==> config.mk <==
export PLATFORM = sky130hd
export DESIGN_NAME = periodic_timer_bank_scan_top
export DESIGN_NICKNAME = d
export VERILOG_FILES = /design/src/rtl/ptbs_pkg.sv /design/src/rtl/periodic_timer_bank_scan_top.sv /design/src/rtl/ptbs_ram.sv /design/src/rtl/ptbs_seq.sv
export VERILOG_INCLUDE_DIRS = /design/src /design/src/rtl
export SDC_FILE = /design/constraint.sdc
export NUM_CORES = 2
export LEC_CHECK = 0
export BUFFER_PORTS_ARGS = -buffer_cell sky130_fd_sc_hd__buf_2
export CORE_MARGIN = 8
export CORE_UTILIZATION = 45
export DETAILED_ROUTE_END_ITERATION = 8
export PLACE_DENSITY_LB_ADDON = 0.1
export SYNTH_ARGS = -nofsm -noshare
export SYNTH_HDL_FRONTEND = slang
export SYNTH_HIERARCHICAL = 1
export SYNTH_SLANG_ARGS = --single-unit
export TNS_END_PERCENT = 100
==> constraint.sdc <==
create_clock -name clk -period 6.4 [get_ports clk]
set_input_delay 0.32 -clock clk [delete_from_list [all_inputs] [get_ports clk]]
set_output_delay 0.32 -clock clk [all_outputs]
set_load 0.01 [all_outputs]
==> src/rtl/periodic_timer_bank_scan_top_defines.svh <==
// Assertion macros used by the timer bank sequencer.
`ifndef PERIODIC_TIMER_BANK_SCAN_TOP_DEFINES_SVH
`define PERIODIC_TIMER_BANK_SCAN_TOP_DEFINES_SVH
`ifndef ASSERT_OFF
`define ASSERT_IMP(label, clk, rst_n, ante, cons) \
    label: assert property (@(posedge clk) disable iff (!rst_n) (ante) |-> (cons)) \
        else $error("assertion failed");
`define ASSERT_NXT(label, clk, rst_n, ante, cons) \
    label: assert property (@(posedge clk) disable iff (!rst_n) (ante) |=> (cons)) \
        else $error("assertion failed");
`else
`define ASSERT_IMP(label, clk, rst_n, ante, cons)
`define ASSERT_NXT(label, clk, rst_n, ante, cons)
`endif
`endif

==> src/rtl/ptbs_pkg.sv <==
// Package: constants, types and helpers of the periodic timer bank.
package ptbs_pkg;

    localparam int TIMER_COUNT = 32;
    localparam int IDX_W       = (TIMER_COUNT > 1) ? $clog2(TIMER_COUNT) : 1;
    localparam int COUNT_W     = 16;
    localparam int FIDX_W      = 5;

    localparam logic [COUNT_W-1:0] STOPPED_MARK = 16'hFFFF;
    localparam logic [COUNT_W-1:0] PRESET_BASE  = 16'hF000;

    typedef enum logic [2:0] {
        ACT_TICK   = 3'd0,
        ACT_INIT   = 3'd1,
        ACT_STOP   = 3'd2,
        ACT_SCAN   = 3'd3,
        ACT_PRESET = 3'd4
    } action_t;

    typedef enum logic [2:0] {
        ST_IDLE,
        ST_SWEEP,
        ST_DRAIN,
        ST_FILL,
        ST_DONE
    } state_t;

    typedef struct packed {
        logic               we;
        logic [IDX_W-1:0]   waddr;
        logic [COUNT_W-1:0] wdata;
        logic               re;
        logic [IDX_W-1:0]   raddr;
    } ram_req_t;

    typedef struct packed {
        logic              done;
        logic              fired;
        logic [FIDX_W-1:0] fired_index;
        logic              init_rejected;
    } result_t;

    // low five bits of a timer index, zero-extended for small banks
    function automatic logic [FIDX_W-1:0] fired_idx(logic [IDX_W-1:0] i);
        logic [IDX_W+FIDX_W-1:0] w;
        w = {{FIDX_W{1'b0}}, i};
        return w[FIDX_W-1:0];
    endfunction

endpackage

==> src/rtl/periodic_timer_bank_scan_top.sv <==
// Periodic timer bank: an item is taken when start is high and busy is low.
// Tick and scan sweep the count/period memories, one entry a cycle; a scan
// ends early on a hit. Preset, init and stop also end in the done strobe.
// One item at a time; done is a one-cycle strobe the receiver cannot stall.
// Reset (rst_n low, asynchronous) clears all counts and periods at once.
module periodic_timer_bank_scan_top (
    input  logic                         clk,
    input  logic                         rst_n,
    input  logic                         start,
    output logic                         busy,
    input  logic [2:0]                   action,
    input  logic [4:0]                   timer_index,
    input  logic [ptbs_pkg::COUNT_W-1:0] period,
    input  logic [ptbs_pkg::COUNT_W-1:0] start_count,
    output logic                         done,
    output logic                         fired,
    output logic [4:0]                   fired_index,
    output logic                         init_rejected
);

    import ptbs_pkg::*;

    ram_req_t           count_req;
    ram_req_t           period_req;
    logic [COUNT_W-1:0] count_rdata;
    logic [COUNT_W-1:0] period_rdata;
    result_t            res;

    logic               done_reg;
    logic               fired_reg;
    logic [FIDX_W-1:0]  fired_index_reg;
    logic               rej_reg;

    ptbs_seq u_seq (
        .clk          (clk),
        .rst_n        (rst_n),
        .start        (start),
        .busy         (busy),
        .action       (action),
        .timer_index  (timer_index),
        .period       (period),
        .start_count  (start_count),
        .count_rdata  (count_rdata),
        .period_rdata (period_rdata),
        .count_req    (count_req),
        .period_req   (period_req),
        .res          (res)
    );

    ptbs_ram #(
        .WIDTH (COUNT_W),
        .DEPTH (TIMER_COUNT),
        .AW    (IDX_W)
    ) u_count_ram (
        .clk   (clk),
        .rst_n (rst_n),
        .we    (count_req.we),
        .waddr (count_req.waddr),
        .wdata (count_req.wdata),
        .re    (count_req.re),
        .raddr (count_req.raddr),
        .rdata (count_rdata)
    );

    ptbs_ram #(
        .WIDTH (COUNT_W),
        .DEPTH (TIMER_COUNT),
        .AW    (IDX_W)
    ) u_period_ram (
        .clk   (clk),
        .rst_n (rst_n),
        .we    (period_req.we),
        .waddr (period_req.waddr),
        .wdata (period_req.wdata),
        .re    (period_req.re),
        .raddr (period_req.raddr),
        .rdata (period_rdata)
    );

    // output register for the result word
    always_ff @(posedge clk or negedge rst_n)
    begin
        if (!rst_n)
        begin
            done_reg <= 1'b0;
        end
        else
        begin
            done_reg <= res.done;
        end
    end

    always_ff @(posedge clk)
    begin
        if (res.done)
        begin
            fired_reg       <= res.fired;
            fired_index_reg <= res.fired_index;
            rej_reg         <= res.init_rejected;
        end
    end

    assign done          = done_reg;
    assign fired         = fired_reg;
    assign fired_index   = fired_index_reg;
    assign init_rejected = rej_reg;

endmodule

==> src/rtl/ptbs_ram.sv <==
// Generic single-write, single-read RAM with per-entry valid bits cleared at reset.
module ptbs_ram #(
    parameter int WIDTH = 16,
    parameter int DEPTH = 32,
    parameter int AW    = (DEPTH > 1) ? $clog2(DEPTH) : 1
) (
    input  logic             clk,
    input  logic             rst_n,
    input  logic             we,
    input  logic [AW-1:0]    waddr,
    input  logic [WIDTH-1:0] wdata,
    input  logic             re,
    input  logic [AW-1:0]    raddr,
    output logic [WIDTH-1:0] rdata
);

    logic [WIDTH-1:0] mem [DEPTH];
    logic [DEPTH-1:0] valid_reg;
    logic [WIDTH-1:0] rdata_reg;

    always_ff @(posedge clk)
    begin
        if (we)
        begin
            mem[waddr] <= wdata;
        end
    end

    always_ff @(posedge clk or negedge rst_n)
    begin
        if (!rst_n)
        begin
            valid_reg <= '0;
        end
        else if (we)
        begin
            valid_reg[waddr] <= 1'b1;
        end
    end

    // an entry never written reads as its reset value of zero
    always_ff @(posedge clk)
    begin
        if (re)
        begin
            rdata_reg <= valid_reg[raddr] ? mem[raddr] : '0;
        end
    end

    assign rdata = rdata_reg;

endmodule

==> src/rtl/ptbs_seq.sv <==
// Sequencer: sweeps the count and period memories for tick and scan, fills the counts for preset.
`include "periodic_timer_bank_scan_top_defines.svh"

module ptbs_seq (
    input  logic                            clk,
    input  logic                            rst_n,
    input  logic                            start,
    output logic                            busy,
    input  logic [2:0]                      action,
    input  logic [4:0]                      timer_index,
    input  logic [ptbs_pkg::COUNT_W-1:0]    period,
    input  logic [ptbs_pkg::COUNT_W-1:0]    start_count,
    input  logic [ptbs_pkg::COUNT_W-1:0]    count_rdata,
    input  logic [ptbs_pkg::COUNT_W-1:0]    period_rdata,
    output ptbs_pkg::ram_req_t              count_req,
    output ptbs_pkg::ram_req_t              period_req,
    output ptbs_pkg::result_t               res
);

    import ptbs_pkg::*;

    state_t             state_reg, state_next;
    logic [2:0]         act_reg, act_next;
    logic [IDX_W-1:0]   idx_reg, idx_next;
    logic               in_range_reg, in_range_next;
    logic [COUNT_W-1:0] per_reg, per_next;
    logic [COUNT_W-1:0] start_reg, start_next;
    logic [IDX_W-1:0]   rd_idx_reg, rd_idx_next;
    logic               p_vld_reg, p_vld_next;
    logic [IDX_W-1:0]   p_idx_reg, p_idx_next;
    logic               fired_reg, fired_next;
    logic [FIDX_W-1:0]  fidx_reg, fidx_next;
    logic               rej_reg, rej_next;

    logic                      accept;
    logic                      rd_last;
    logic                      hit;
    logic [IDX_W+FIDX_W-1:0]   idx_ext;

    assign busy    = (state_reg != ST_IDLE);
    assign accept  = start && !busy;
    assign rd_last = (rd_idx_reg == IDX_W'(TIMER_COUNT - 1));
    assign idx_ext = {{IDX_W{1'b0}}, timer_index};

    // scan condition on the entry whose read data has just come back
    assign hit = p_vld_reg && (act_reg == ACT_SCAN) && (period_rdata != '0) &&
                 (count_rdata != STOPPED_MARK) && (count_rdata >= period_rdata);

    // next state
    always_comb
    begin
        state_next = state_reg;
        case (state_reg)
            ST_IDLE:
            begin
                if (accept)
                begin
                    case (action)
                        ACT_TICK, ACT_SCAN: state_next = ST_SWEEP;
                        ACT_PRESET:         state_next = ST_FILL;
                        default:            state_next = ST_DONE;
                    endcase
                end
            end
            ST_SWEEP:
            begin
                if (hit)
                begin
                    state_next = ST_DONE;
                end
                else if (rd_last)
                begin
                    state_next = ST_DRAIN;
                end
            end
            ST_DRAIN: state_next = ST_DONE;
            ST_FILL:
            begin
                if (rd_last)
                begin
                    state_next = ST_DONE;
                end
            end
            ST_DONE:  state_next = ST_IDLE;
            default:  state_next = ST_IDLE;
        endcase
    end

    // datapath registers and memory requests
    always_comb
    begin
        act_next      = act_reg;
        idx_next      = idx_reg;
        in_range_next = in_range_reg;
        per_next      = per_reg;
        start_next    = start_reg;
        rd_idx_next   = rd_idx_reg;
        p_vld_next    = 1'b0;
        p_idx_next    = p_idx_reg;
        fired_next    = fired_reg;
        fidx_next     = fidx_reg;
        rej_next      = rej_reg;

        count_req  = '0;
        period_req = '0;

        case (state_reg)
            ST_IDLE:
            begin
                if (accept)
                begin
                    act_next      = action;
                    idx_next      = idx_ext[IDX_W-1:0];
                    in_range_next = (idx_ext < (IDX_W+FIDX_W)'(TIMER_COUNT));
                    per_next      = period;
                    start_next    = start_count;
                    rd_idx_next   = '0;
                    fired_next    = 1'b0;
                    fidx_next     = '0;
                    rej_next      = (action == ACT_INIT) && (period == '0);
                end
            end
            ST_SWEEP, ST_DRAIN:
            begin
                if (state_reg == ST_SWEEP)
                begin
                    count_req.re    = 1'b1;
                    count_req.raddr = rd_idx_reg;
                    period_req.re   = 1'b1;
                    period_req.raddr = rd_idx_reg;
                    p_vld_next      = !hit;
                    p_idx_next      = rd_idx_reg;
                    rd_idx_next     = rd_idx_reg + IDX_W'(1);
                end
                count_req.waddr = p_idx_reg;
                if (act_reg == ACT_SCAN)
                begin
                    count_req.we    = hit;
                    count_req.wdata = '0;
                    if (hit)
                    begin
                        fired_next = 1'b1;
                        fidx_next  = fired_idx(p_idx_reg);
                    end
                end
                else
                begin
                    count_req.we    = p_vld_reg;
                    count_req.wdata = (count_rdata == STOPPED_MARK) ? count_rdata
                                      : count_rdata + COUNT_W'(1);
                end
            end
            ST_FILL:
            begin
                count_req.we    = 1'b1;
                count_req.waddr = rd_idx_reg;
                count_req.wdata = PRESET_BASE + COUNT_W'({rd_idx_reg, 1'b0});
                rd_idx_next     = rd_idx_reg + IDX_W'(1);
            end
            ST_DONE:
            begin
                count_req.waddr  = idx_reg;
                period_req.waddr = idx_reg;
                period_req.wdata = per_reg;
                if ((act_reg == ACT_INIT) && in_range_reg && (per_reg != '0))
                begin
                    count_req.we    = 1'b1;
                    count_req.wdata = start_reg;
                    period_req.we   = 1'b1;
                end
                else if ((act_reg == ACT_STOP) && in_range_reg)
                begin
                    count_req.we    = 1'b1;
                    count_req.wdata = STOPPED_MARK;
                end
            end
            default:
            begin
                p_vld_next = 1'b0;
            end
        endcase
    end

    // result word for the output register
    always_comb
    begin
        res.done          = (state_reg == ST_DONE);
        res.fired         = fired_reg;
        res.fired_index   = fidx_reg;
        res.init_rejected = rej_reg;
    end

    always_ff @(posedge clk or negedge rst_n)
    begin
        if (!rst_n)
        begin
            state_reg <= ST_IDLE;
            p_vld_reg <= 1'b0;
        end
        else
        begin
            state_reg <= state_next;
            p_vld_reg <= p_vld_next;
        end
    end

    always_ff @(posedge clk)
    begin
        act_reg      <= act_next;
        idx_reg      <= idx_next;
        in_range_reg <= in_range_next;
        per_reg      <= per_next;
        start_reg    <= start_next;
        rd_idx_reg   <= rd_idx_next;
        p_idx_reg    <= p_idx_next;
        fired_reg    <= fired_next;
        fidx_reg     <= fidx_next;
        rej_reg      <= rej_next;
    end

    `ASSERT_NXT(a_accept_busy, clk, rst_n, accept, busy)
    `ASSERT_IMP(a_idle_no_write, clk, rst_n, state_reg == ST_IDLE, !count_req.we && !period_req.we)
    `ASSERT_IMP(a_pipe_in_sweep, clk, rst_n, p_vld_reg, state_reg == ST_SWEEP || state_reg == ST_DRAIN)
    `ASSERT_IMP(a_fired_scan, clk, rst_n, res.done && res.fired, act_reg == ACT_SCAN)
    `ASSERT_IMP(a_reject_init, clk, rst_n, res.done && res.init_rejected, act_reg == ACT_INIT && per_reg == '0)

endmodule
==> reports/results.txt <==
status = complete, no violations
worst reg-to-reg setup slack = 1.91 ns
Setup Buffers After CTS = 0
Crit Path Max Fanout = 48
RSZ-0062 raised after global routing = no
Cells after Synth = 2507
nets = 2763
WP buf/inv = 1
Vias/cell = 5.977
Critical R2R Launch = u_seq/state_reg[0]
Crit path max-delay family = simple AND/OR/NAND/NOR gates
Die Ht = 340.6 microns
Synth area leader = edfxtp_1
top post-synthesis cells by count = edfxtp_1 (1120), mux2i_1 (266), mux4_2 (139)
EDFF count, synth = 1120
GRT overflow = 0
CTS Buf Count = 130
first-pass GRT wire length = 180700 microns
core area = 105000 sq um
fmax = 222.7 MHz
HP Class = primary input to asynchronous set/reset pin
mapped cell area = 47410 sq um
syn nets = 2569
Logic pwr share = 25.8%
max_cap viols = 0
Flop pwr share = 43.0%
detailed-route DRC error count = 0
fraction of layout cells with a size suffix above 1 = 22.98%
Leakage = 17.94 nW
I/O pins = 52
fillers = 8370
CP startpoint kind = flop
Die W = 340.6 microns
Fin. Hold Viols = 0
CTS H-tree depth = 4
maximum VDD drop = 0.2451 mV
DRT iter0 DRCs = 2234
biggest regs = u_count_ram/mem x512, u_period_ram/mem x512
vias in the first global route = 25710
GRT met1 Usage = 26.85%
via count = 25070
Syn-to-layout area delta = 14.47%
Int Pwr = 16.05 mW
most common cell in the netlist = edfxtp_1
Port Buf Inserts = 51
ys async rst share = 5.803%
library cells used by synthesis = 70
max incr delay on CP = 1.13 ns
WHS = 0.07877 ns
worst endpoint required time = 6.82 ns
P per Cell Area = 426.3 nW/um^2
Final Worst Setup Slack = 1.910 ns
Slowest-stage cell, CP = and2_2
Critical Path AT = 4.91 ns
net switching power = 7.088 mW
CTS tree = yes
antenna-violating nets left = 0
CP Depth = 7
Tmin final = 4.490 ns
ranking of synthesized cells by area = edfxtp_1 (71%), mux4_2 (6.6%), mux2i_1 (5.6%)
fin. max-slew vios = 0
slew of the pin with the lowest slew margin = 1.380 ns
cells along the critical path = inv_1 -> nor3_2 -> and2_4 -> and2_2 -> a221oi_1 -> o32a_1 -> o211a_1
CTS clk-pin slew, worst paths = 0.06 ns
Skew-Pair Late Insertion Delay = 0.71 ns
met3 usage = 3.300%
pre-CTS setup slack = 1.952 ns
switching share of power = 30.63%
HPWL Detailed = 73580 microns
initial antenna violation count = 4
Final TNS setup = 0 ns
Clock power frac = 31.2%
initial cell density of the core = 45.17%
clock root cell = clkbuf_16
Synth Warn # = 6
Critical path destination = u_count_ram/rdata[9]
final cycle utilization of the critical path = 70.15%
clk_skew = 0.02237 ns
met2 GRT Util = 37.32%
final setup fails = 0
R2R cell count = 7
All-Layer GR Usage = 21.15%
Critical Path Source = u_seq/state_reg[0]
Cells after DPL = 3918
crit path capture type = flop
row count = 119
largest net degree at the start of global routing = 71
WL per Instance = 29.67 microns
critical path type = flop to flop
Slew HR = 7.921%
Bufs on Longest Clock Path = 3
Die Area = 116000 sq um
Synth top area share = 70.93%
Final Routed Wirelength = 124400 microns
drt pass-1 iters = 6
CTS sink count = 1189
Layout Cells excl Fill = 4194
busiest layer in global routing = met2
Most used DFF post-synth = edfxtp_1
placer congestion estimate = 0.8476
#FFs+latches synth = 1189
synthesized area per cell = 18.91 sq um
reg2reg end = u_count_ram/rdata[9]
Seq/Total Area, Yosys = 74.57%
cts repair resizes = 0
-- per-stage QoR --
stage | util (%) | power [mW] | instance area, sq um
after floorplan | - | 13.87 | 47410
after global placement | 47.37 | 16.03 | 49720
after detailed placement | 47.37 | 16.08 | 49720
after CTS | 51.67 | 23.34 | 54240
after global routing | 51.70 | 23.98 | 54270
final | 51.71 | 23.14 | 54280
-- per-layer routing --
| layer | up-vias | part of all wire, % |
|---|---|---|
| li1 | 10740 | - |
| met1 | 13300 | 40 |
| met2 | 821 | 52 |
| met3 | 204 | 5.1 |
| met4 | 0 | 2.9 |
| met5 | - | 0 |
-- layout by cell type, fill, tap and decap left out, drive strengths merged, types with 5 or more instances in the layout --
master,n
dfrtp,69
bufinv,9
dlygate4sd3,41
mux2i,266
xnor2,7
o211ai,12
clkbuf,170
a21oi,15
or3b,7
o32a,32
clkinv,48
a211o,7
o21ai,39
o22ai,6
a221oi,129
a31oi,5
or3,5
o211a,32
mux4,139
nand3b,13
nor2b,5
and3,26
and2,14
buf,164
nor2,98
nor4,13
ha,19
diode,5
nand2,20
o21a,34
nand4,8
nor3,11
nand3,50
edfxtp,1120
a22oi,32
inv,28
or2,65
-- cells by family after synthesis --
| kind of cell | after synthesis | synth area share (%) |
|---|---|---|
| fa+ha+maj | 19 | 0.5014 |
| simple gates | 345 | 4.011 |
| flops | 1189 | 74.57 |
| mux | 409 | 12.31 |
| buf+inv | 171 | 2.145 |
| xor+xnor | 9 | 0.1663 |
| compound gates | 365 | 6.288 |
-- power groups by stage --
stage                     Combinational [mW]  Clock (mW)  Sequential (mW)
after detailed placement                5.99           0             10.1
after CTS                               6.04        7.37             9.94
after global placement                  5.96           0             10.1
final                                   5.98        7.22             9.94
after global routing                    6.35        7.65             9.98
after floorplan                         3.85           0             10.0
-- worst min path at each step --
stage / from / endpoint / cells past startpoint
finish: rst_n / u_count_ram/valid_reg[27] / 2
detailed placement: rst_n / u_count_ram/valid_reg[19] / 1
floorplan: rst_n / done / 0
global route: rst_n / u_count_ram/valid_reg[27] / 2
CTS: rst_n / u_count_ram/valid_reg[27] / 2
global placement: rst_n / u_count_ram/valid_reg[19] / 1
-- final cells by class --
class	count	area, sq um	area share, %
repair buffers	205	1649	3.038
multi-input cells	1147	11310	20.83
clock inverters	59	520.5	0.9590
well taps	1391	1740	3.207
clock buffers	170	3581	6.598
diodes	5	12.51	0.02305
inverters	28	105.1	0.1936
flip-flops and latches	1189	35360	65.15
-- timing repair --
item | CTS | global route
endpoints found under the setup margin | 0 | 0
hold endpoints to repair | 56 | 0
hold buffers | 41 | 0
-- worst register-to-register path, delay by kind of cell (launching register included) --
family	cells	cell delay, ns
AND/OR/NAND/NOR	3	2.33
AO/OA/AOI/OAI	3	1.23
flip-flops	1	0.48
buffers and inverters	1	0.15
No activity file was read; power rests on OpenSTA's default activity.
